--- src/rtl/track_aware_box_suppression_top_assert.svh ---
// Assertion macros shared by the suppression block modules
`ifndef TRACK_AWARE_BOX_SUPPRESSION_TOP_ASSERT_SVH
`define TRACK_AWARE_BOX_SUPPRESSION_TOP_ASSERT_SVH

// condition must hold at every clock edge outside reset
`define TABS_ASSERT_ALWAYS(label, clk, rst_n, expr, msg) \
    label: assert property (@(posedge clk) disable iff (!rst_n) (expr)) else $error(msg);

// consequent must hold in the cycle after the antecedent
`define TABS_ASSERT_NEXT(label, clk, rst_n, ante, cons, msg) \
    label: assert property (@(posedge clk) disable iff (!rst_n) (ante) |=> (cons)) \
        else $error(msg);

`endif

--- src/rtl/tabs_pkg.sv ---
// Package: command codes, register indexes and request type
`timescale 1ns / 1ps
package tabs_pkg;

    localparam logic [1:0] CMD_CLEAR = 2'd0;
    localparam logic [1:0] CMD_TRACK = 2'd1;
    localparam logic [1:0] CMD_DET   = 2'd2;
    localparam logic [1:0] CMD_NONE  = 2'd3;

    localparam logic CFG_MIN_SCORE = 1'b0;
    localparam logic CFG_OVERLAP   = 1'b1;

    localparam logic [15:0] MIN_SCORE_RESET = 16'd32768;
    localparam logic [15:0] OVERLAP_RESET   = 16'd32768;

    typedef struct packed {
        logic [1:0]  cmd;
        logic [15:0] left_x;
        logic [15:0] top_y;
        logic [15:0] right_x;
        logic [15:0] bottom_y;
        logic [15:0] conf_score;
        logic        track_alive;
    } t_req;

endpackage

--- src/rtl/tabs_front.sv ---
// Front end: accepts requests, drops CMD_NONE requests, queues the rest
`timescale 1ns / 1ps
`include "track_aware_box_suppression_top_assert.svh"
module tabs_front (
    input  logic            i_clk,
    input  logic            i_rst_n,
    input  logic            i_in_valid,
    output logic            o_in_stall,
    input  tabs_pkg::t_req  i_req,
    output tabs_pkg::t_req  o_head,
    output logic            o_head_valid,
    input  logic            i_pop
);
    import tabs_pkg::*;

    t_req       r_q [2];
    logic [1:0] r_cnt;
    logic       r_rd;
    logic       r_wr;
    logic       accept;
    logic       push;
    logic       pop;
    logic [1:0] n_cnt;

    assign o_in_stall   = (r_cnt == 2'd2);
    assign accept       = i_in_valid && !o_in_stall;
    assign push         = accept && (i_req.cmd != CMD_NONE);
    assign pop          = i_pop && (r_cnt != 2'd0);
    assign o_head_valid = (r_cnt != 2'd0);
    assign o_head       = r_q[r_rd];

    always_comb begin
        n_cnt = r_cnt;
        if (push && !pop) begin
            n_cnt = r_cnt + 2'd1;
        end else if (pop && !push) begin
            n_cnt = r_cnt - 2'd1;
        end
    end

    always_ff @(posedge i_clk) begin
        if (!i_rst_n) begin
            r_cnt <= 2'd0;
            r_rd  <= 1'b0;
            r_wr  <= 1'b0;
        end else begin
            r_cnt <= n_cnt;
            if (push) begin
                r_wr <= !r_wr;
            end
            if (pop) begin
                r_rd <= !r_rd;
            end
        end
    end

    always_ff @(posedge i_clk) begin
        if (push) begin
            r_q[r_wr] <= i_req;
        end
    end

    `TABS_ASSERT_ALWAYS(a_q_depth, i_clk, i_rst_n, r_cnt <= 2'd2, "queue overfilled")
    `TABS_ASSERT_NEXT(a_q_stall, i_clk, i_rst_n, r_cnt == 2'd2 && !i_pop, o_in_stall, "no stall when full")

endmodule

--- config.mk ---
export PLATFORM = sky130hd
export DESIGN_NAME = tabs_front
export DESIGN_NICKNAME = d
export VERILOG_FILES = /design/src/rtl/tabs_pkg.sv /design/src/rtl/tabs_front.sv
export VERILOG_INCLUDE_DIRS = /design/src /design/src/rtl
export SDC_FILE = /design/constraint.sdc
export NUM_CORES = 1
export LEC_CHECK = 0
export BUFFER_PORTS_ARGS = -buffer_cell sky130_fd_sc_hd__buf_4
export CAP_MARGIN = 30
export CORE_ASPECT_RATIO = 0.9
export CORE_UTILIZATION = 56
export DETAILED_ROUTE_END_ITERATION = 10
export PLACE_DENSITY = 0.95
export SYNTH_ARGS = -nofsm -noshare
export SYNTH_HDL_FRONTEND = slang
export SYNTH_SLANG_ARGS = --single-unit
--- constraint.sdc ---
create_clock -name i_clk -period 12.7 [get_ports i_clk]
set_input_delay 2.54 -clock i_clk [delete_from_list [all_inputs] [get_ports i_clk]]
set_output_delay 2.54 -clock i_clk [all_outputs]
set_load 0.05 [all_outputs]
==> results.json, run 1 <==
{
  "skew_ns": 0.01008,
  "postCtsHoldBufs": 0,
  "die-area_um2": 11560,
  "clock.fmax_mhz": 219.1,
  "vias_per_cell": 5.192,
  "cp.required_ns": 10.16,
  "io_buffers": 171,
  "fp-row-count": 36,
  "area_delta_synth_final_pct": 33.79,
  "insertion_delay_ns": 0.42,
  "final_common_cell": "buf_4",
  "cts_buffer_depth": 2,
  "clk_pin_slew_worst_paths_ns": 0.06,
  "switching_share": 0.3488,
  "leakage_nw": 3.098,
  "peakVddDrop_uv": 219.8,
  "clock-sinks": 171,
  "timing.slew.headroom": 0.5840,
  "finalNonFillerCells": 614,
  "synth-seq-area-share": 0.8156,
  "rr_worst_depth": 5,
  "ys_warn_count": 0,
  "worstPathCellList": "buf_12, mux2_2, buf_4",
  "power.total_w": 0.001979,
  "globalplace.congestion": 0.6751,
  "worstSetupStartpointType": "flip-flop",
  "period_needed_ns": 4.564,
  "cts_buffers": 17,
  "fin_crit_sh": 0.3593,
  "drc": 0,
  "core_um2": 10810,
  "reg2reg_to": "r_q[0][19]",
  "slew_violations": 0,
  "cts_tree": "done",
  "drive_gt1_frac": 0.6071,
  "cts-root-buf": "clkbuf_16",
  "power_frac_clock": 0.274,
  "critPathMaxStageDelay_ns": 0.69,
  "internal-power_w": 0.001289,
  "postSynthCellCount": 283,
  "finalSetupViolCount": 0,
  "initial_utilization": 0.5767,
  "path_class": "reg2out",
  "crit_path_end_kind": "output pin",
  "grt-ovfl-total": 0,
  "fp.dieH_um": 102.1,
  "antenna_found_initial": 0,
  "place_area_um2": 7711,
  "antenna_left": 0,
  "r2r-start": "r_cnt[0]",
  "ctsResizeCount": 0,
  "status": "completed",
  "hold_end": "r_cnt[1]",
  "diodes": 0,
  "wl_per_cell_um": 18.23,
  "dieWidth_um": 113.2,
  "ys_seq_elements": 171,
  "critical_path.slowest_cell": "dfxtp_4",
  "worstHoldStart": "r_cnt[1]",
  "placedCellCount": 582,
  "cp_data_arrival_time_ns": 2.02,
  "drtPass1Iterations": 6,
  "worst_hold_path_type": "reg2reg",
  "holdPathStages": 2,
  "grt_max_degree": 70,
  "layout_common_cells": "buf_4, edfxtp_1, mux2_2",
  "hold_viol_final": 0,
  "max_cap_viol_count": 0,
  "ctsHtreeMaxLevel": 4,
  "ioPinCount": 172,
  "post-cts-setup-buffers": 0,
  "p_per_area_nw_per_um2": 237.2,
  "grt_pass1_wl_mm": 16.44,
  "grt_pass1_vias": 3243,
  "drt_iter0_drc": 156,
  "routed_wl_mm": 11.20,
  "worst_slew_pin_slew_ns": 0.6240,
  "grt_usage": 0.1993,
  "num_vias": 3188,
  "r2r_slack_ns": 10.23,
  "nets": 556,
  "pwr-share-comb": 0.352,
  "p_seq_frac": 0.373,
  "syn-cell-area_um2": 6235,
  "tns_ns": 0,
  "dp_hpwl_mm": 7.185,
  "rsz0062_at_grt": "false",
  "fill_cells": 585,
  "syn_area_per_cell_um2": 22.03,
  "crit_fanout": 45,
  "yosysUniqueCellTypes": 21,
  "syn_nets": 371,
  "final_cell_area_um2": 8342,
  "p_sw_w": 0.0006902
}
kinds of logic (layout without fill, tap and decap cells):
group,after synthesis,after routing,share of synthesized area
compound gates,4,4,0.006020
simple gates,10,10,0.01004
buf+inv,10,208,0.01064
xor+xnor,3,3,0.004215
flops,171,171,0.8156
mux,84,84,0.1515
fa+ha+maj,1,1,0.002007
per-layer routing:
| metal | up-vias | global-route usage | part of all wire |
|---|---|---|---|
| met5 | - | 0 | 0 |
| met4 | 0 | 0.08704 | 0.011 |
| met3 | 11 | 0.07236 | 0.068 |
| met2 | 131 | 0.3261 | 0.52 |
| met1 | 1550 | 0.2425 | 0.40 |
| li1 | 1496 | - | - |
layout make-up:
class                   instances  area [µm²]  share of cell area
clock inverters                14       201.4             0.02415
multi-input cells             102        1094              0.1311
repair buffers                175        1359              0.1629
well taps                     133       166.4             0.01995
inverters                       1       3.754           0.0004500
clock buffers                  18       429.2             0.05145
flip-flops and latches        171        5089              0.6100
Yosys cell counts:
master | number | area (µm²)
o21ai_1 | 1 | 5.000
mux2i_1 | 1 | 10.01
nor2b_1 | 1 | 6.260
nand2_1 | 1 | 3.750
ha_1 | 1 | 12.51
buf_2 | 2 | 10.01
and2_1 | 4 | 25.02
buf_4 | 7 | 52.55
xnor2_1 | 2 | 17.52
edfxtp_1 | 166 | 4985
inv_1 | 1 | 3.750
a21boi_1 | 1 | 7.510
xor2_1 | 1 | 8.760
or2_2 | 1 | 6.260
nand2b_1 | 1 | 6.260
or3_1 | 1 | 6.260
mux2_2 | 83 | 934.7
o21ai_0 | 1 | 5.000
nor2b_2 | 1 | 8.760
dfxtp_1 | 5 | 100.1
a211oi_4 | 1 | 20.02
sequential cells by signal (all words and copies together) (netlist names), named ones only:
name and flops:
r_cnt 2, r_wr 1, r_q 166, r_rd 1
power by group through the flow:
stage               clock [W]  combinational [W]  sequential, W
global route         0.000574           0.000725       0.000746
detailed placement          0           0.000698       0.000751
CTS                  0.000552           0.000703       0.000740
global placement            0           0.000660       0.000765
floorplan                   0           0.000519       0.000733
finish               0.000543           0.000697       0.000739
worst max-delay path by stage:
| stage | cells after the start | start | to |
|---|---|---|---|
| 6_report | 3 | flip-flop | o_head[19] |
| 5_1_grt | 3 | flip-flop | o_head[13] |
| 4_1_cts | 3 | flip-flop | o_head[81] |
| 3_5_place_dp | 5 | i_req[81] | r_q[0][4] |
| 3_3_place_gp | 4 | i_req[81] | r_q[0][81] |
| 2_1_floorplan | 2 | i_req[81] | r_q[0][0] |
critical path: cells and delay by family, from the launching register on:
family,cells,cell delay (ns)
DFF,1,0.69
buffers and inverters,2,0.51
muxes,1,0.38
through the flow:
stage	hold slack [ns]	util	worst slack, ns
global route	0.5755	0.7716	8.022
global placement	0.4837	0.7071	7.707
CTS	0.5280	0.7716	8.097
floorplan	0.4514	-	5.631
finish	0.5252	0.7716	8.136
detailed placement	0.5184	0.7133	8.053
Power figures use the tool's default switching activity.
==> run 2, diff against run 1 <==
- CORE_UTILIZATION: 56 -> 52
- PLACE_DENSITY: 0.95 -> 0.91
- clock period: 12.7 -> 4.45 ns (I/O delays scaled with it)
==> results.json, run 2 (same netlist as run 1, synthesis figures left out) <==
{
  "cts_buffer_depth": 2,
  "ctsResizeCount": 0,
  "r2r_slack_ns": 2.31,
  "p_seq_frac": 0.383,
  "area_delta_synth_final_pct": 33.21,
  "worst_slew_pin_slew_ns": 0.5901,
  "num_vias": 3192,
  "cts_buffers": 17,
  "cp_data_arrival_time_ns": 2.04,
  "worstSetupStartpointType": "flip-flop",
  "finalSetupViolCount": 0,
  "layout_common_cells": "buf_4, edfxtp_1, mux2_2",
  "worst_hold_path_type": "reg2reg",
  "peakVddDrop_uv": 774.3,
  "fin_hold_ws_ns": 0.5345,
  "grt-ovfl-total": 0,
  "drc": 0,
  "clock-sinks": 171,
  "largest-register": "r_q",
  "diodes": 0,
  "dieWidth_um": 117.4,
  "grt_max_degree": 47,
  "cts_tree": "done",
  "cp.required_ns": 3.56,
  "vias_per_cell": 5.019,
  "drtPass1Iterations": 6,
  "postCtsHoldBufs": 0,
  "routed_wl_mm": 11.12,
  "io_buffers": 171,
  "fp.dieH_um": 105.9,
  "slew_violations": 0,
  "wl_per_cell_um": 17.48,
  "grt_pass1_vias": 3349,
  "core_um2": 11570,
  "antenna_found_initial": 0,
  "max_cap_viol_count": 0,
  "p_per_area_nw_per_um2": 662.7,
  "power.total_w": 0.005504,
  "p_sw_w": 0.001939,
  "path_class": "reg2out",
  "drt_iter0_drc": 140,
  "switching_share": 0.3523,
  "power_frac_clock": 0.256,
  "die-area_um2": 12430,
  "globalplace.congestion": 0.7183,
  "drive_gt1_frac": 0.6021,
  "grt_usage": 0.1850,
  "crit_fanout": 44,
  "ioPinCount": 172,
  "nets": 556,
  "hold_viol_final": 0,
  "finalCoreUtilization": 0.7176,
  "clock.fmax_mhz": 341.6,
  "ctsHtreeMaxLevel": 4,
  "holdPathStages": 2,
  "cts-root-buf": "clkbuf_16",
  "timing.slew.headroom": 0.6066,
  "leakage_nw": 3.079,
  "rsz0062_at_grt": "false",
  "fin_crit_sh": 0.6579,
  "tns_ns": 0,
  "clk_pin_slew_worst_paths_ns": 0.06,
  "post-cts-setup-buffers": 0,
  "crit_path_end_kind": "output pin",
  "grt_pass1_wl_mm": 17.08,
  "initial_utilization": 0.5387,
  "rr_worst_depth": 5,
  "skew_ns": 0.005669,
  "largest_register_ffs": 166,
  "pwr-share-comb": 0.361,
  "final_cell_area_um2": 8305,
  "final_common_cell": "buf_4",
  "antenna_left": 0,
  "dp_hpwl_mm": 7.289,
  "top_regs": "r_q: 166 flops, r_cnt: 2 flops",
  "place_area_um2": 7740,
  "status": "completed",
  "insertion_delay_ns": 0.41,
  "internal-power_w": 0.003565,
  "period_needed_ns": 2.928,
  "fp-row-count": 37
}
## run 2: cell count changes in the layout (fill, tap and decap cells not counted), sizes merged
cell	before	now
clkbuf	18	21
clkinvlp	4	1
bufinv	5	3
clkinv	5	6
## run 2: worst max-delay path: stages, from the launching register on
cell and delay, ns:
dfxtp_4 0.69, buf_12 0.32, mux2_2 0.39, buf_4 0.19
## run 2: layer usage
metal,track usage,vias to the layer above,share of wire
met3,0.05465,15,0.053
met1,0.2213,1577,0.41
li1,-,1485,-
met5,0,-,0
met4,0.07607,0,0.013
met2,0.3145,115,0.52
## run 2: worst paths after layout
path,startpoint,to
min reg2reg,r_wr,r_wr
max reg2reg,r_cnt[0],r_q[0][48]
max,flip-flop,o_head[22]
min,r_wr,r_wr
## run 2: final cells by class
class                      count  area, µm²
fill                         696       3268
clock buffer                  21      440.4
clock inverter                10      125.1
multi-input combinational    102       1094
inverter                       1      3.754
timing repair buffer         175       1359
tap                          156      195.2
sequential                   171       5089
## run 2: power by group through the flow
stage | combinational, W | sequential, W | clock, W
global route | 0.00205 | 0.00213 | 0.00150
global placement | 0.00188 | 0.00219 | 0
CTS | 0.00200 | 0.00211 | 0.00144
floorplan | 0.00148 | 0.00208 | 0
finish | 0.00199 | 0.00211 | 0.00141
detailed placement | 0.00199 | 0.00214 | 0
## run 2: per-stage QoR
step,setup WS [ns],std cells
finish,1.522,636
global route,1.424,636
CTS,1.482,636
detailed placement,1.770,605
global placement,1.710,602
floorplan,0.6169,283
==> run 3, diff against run 2 <==
- clock period: 4.45 -> 2.7 ns (I/O delays scaled with it)
==> results.json, run 3 (same netlist as run 1, synthesis figures left out) <==
{
  "p_per_area_nw_per_um2": 1100,
  "tns_ns": 0,
  "worstPathCellList": "buf_4, mux2_2, buf_4",
  "postCtsHoldBufs": 0,
  "rsz0062_at_grt": "false",
  "peakVddDrop_uv": 871.8,
  "initial_utilization": 0.5387,
  "drc": 0,
  "insertion_delay_ns": 0.42,
  "ctsResizeCount": 0,
  "cts-root-buf": "clkbuf_16",
  "place_area_um2": 7747,
  "cts_tree": "done",
  "largest-register": "r_q",
  "fp.dieH_um": 105.9,
  "hold_end": "r_q[1][11]",
  "slew_violations": 0,
  "ioPinCount": 172,
  "cp.required_ns": 2.16,
  "clock-sinks": 171,
  "status": "completed",
  "worst_slew_pin_slew_ns": 0.4166,
  "p_sw_w": 0.003287,
  "grt_pass1_vias": 3456,
  "period_needed_ns": 2.443,
  "top_regs": "r_q: 166 flops, r_cnt: 2 flops",
  "die-area_um2": 12430,
  "routed_wl_mm": 11.16,
  "fill_cells": 710,
  "pwr-share-comb": 0.361,
  "io_buffers": 171,
  "power.total_w": 0.009184,
  "nets": 558,
  "wl_per_cell_um": 17.46,
  "core_um2": 11570,
  "drtPass1Iterations": 4,
  "max_cap_viol_count": 0,
  "skew_ns": 0.006216,
  "grt_pass1_wl_mm": 17.33,
  "leakage_nw": 3.102,
  "power_frac_clock": 0.265,
  "globalplace.congestion": 0.7465,
  "area_delta_synth_final_pct": 33.86,
  "cts_buffer_depth": 2,
  "crit_fanout": 22,
  "post-cts-setup-buffers": 0,
  "layout_common_cells": "buf_4, edfxtp_1, mux2_2",
  "switching_share": 0.3579,
  "r2r-start": "r_cnt[0]",
  "fp-row-count": 37,
  "multi_input_area_um2": 1094,
  "antenna_found_initial": 0,
  "final_cell_area_um2": 8346,
  "rr_worst_depth": 4,
  "cp_common_cell": "buf_4",
  "drive_gt1_frac": 0.6149,
  "path_class": "reg2out",
  "p_seq_frac": 0.374,
  "internal-power_w": 0.005897,
  "critical_path.slowest_cell": "dfxtp_4",
  "cts_buffers": 17,
  "holdPathStages": 1,
  "clk_pin_slew_worst_paths_ns": 0.07,
  "r2r_slack_ns": 0.73,
  "worst_hold_path_type": "in2reg",
  "hold_viol_final": 0,
  "largest_register_ffs": 166,
  "fin_crit_sh": 0.9046,
  "diodes": 0,
  "worstSetupStartpointType": "flip-flop",
  "dp_hpwl_mm": 7.272,
  "final_common_cell": "buf_4",
  "drt_iter0_drc": 155,
  "clock.fmax_mhz": 409.4,
  "cp_data_arrival_time_ns": 1.90,
  "grt-ovfl-total": 0,
  "critPathMaxStageDelay_ns": 0.54,
  "finalSetupViolCount": 0,
  "worstHoldStart": "i_req[11]",
  "vias_per_cell": 5.066,
  "reg2reg_to": "r_q[1][76]",
  "dieWidth_um": 117.4,
  "grt_usage": 0.1892,
  "crit_path_end_kind": "output pin",
  "grt_max_degree": 70,
  "timing.slew.headroom": 0.7223,
  "regArea_um2": 5089,
  "ctsHtreeMaxLevel": 4,
  "antenna_left": 0,
  "num_vias": 3237
}
run 3: cell count changes in the layout (fill, tap and decap cells not counted), sizes merged:
cell / previous run / this run
clkbuf: 21 / 17
inv: 1 / 4
buf: 175 / 177
clkinv: 6 / 7
clkinvlp: 1 / 2
run 3: worst max-delay path by stage:
| stage | slack [ns] | start | cells past startpoint | end |
|---|---|---|---|---|
| final | 0.26 | flip-flop | 3 | o_head[59] |
| after global routing | 0.14 | flip-flop | 3 | o_head[59] |
| after CTS | 0.22 | flip-flop | 3 | o_head[59] |
| after detailed placement | 0.56 | i_req[81] | 4 | r_q[1][0] |
| after global placement | 0.61 | i_req[81] | 4 | r_q[1][0] |
| after floorplan | 0.08 | r_cnt[1] | 3 | r_q[0][0] |
run 3: final cells by class:
cell class              count  share of cell area
repair buffers            177              0.1637
multi-input cells         102              0.1310
inverters                   1           0.0004498
flip-flops and latches    171              0.6097
well taps                 156             0.02339
clock inverters            15             0.02069
clock buffers              17             0.05097
run 3: power groups by stage:
stage | sequential, W | combinational (W) | clock [W]
6_report | 0.00344 | 0.00332 | 0.00243
5_1_grt | 0.00347 | 0.00344 | 0.00258
4_1_cts | 0.00344 | 0.00334 | 0.00248
3_5_place_dp | 0.00350 | 0.00332 | 0
3_3_place_gp | 0.00347 | 0.00329 | 0
2_1_floorplan | 0.00342 | 0.00245 | 0
run 3: stage by stage:
stage	setup WS (ns)	instances	util	hold WS (ns)
floorplan	0.08301	283	-	0.4734
global placement	0.6096	607	0.6694	0.4895
detailed placement	0.5580	607	0.6694	0.5156
CTS	0.2181	639	0.7211	0.2761
global route	0.1408	639	0.7211	0.2781
finish	0.2575	639	0.7211	0.3001
run 3: critical path, delay by kind of cell, from the launching register on:
kind	cells	cell delay, ns
buf+inv	2	0.54
flops	1	0.54
mux	1	0.39
run 3: per-layer routing:
layer  global-route usage  part of all wire
met1               0.2051              0.38
met2               0.3305              0.54
met3              0.06981             0.067
met4              0.08720             0.014
met5                    0                 0
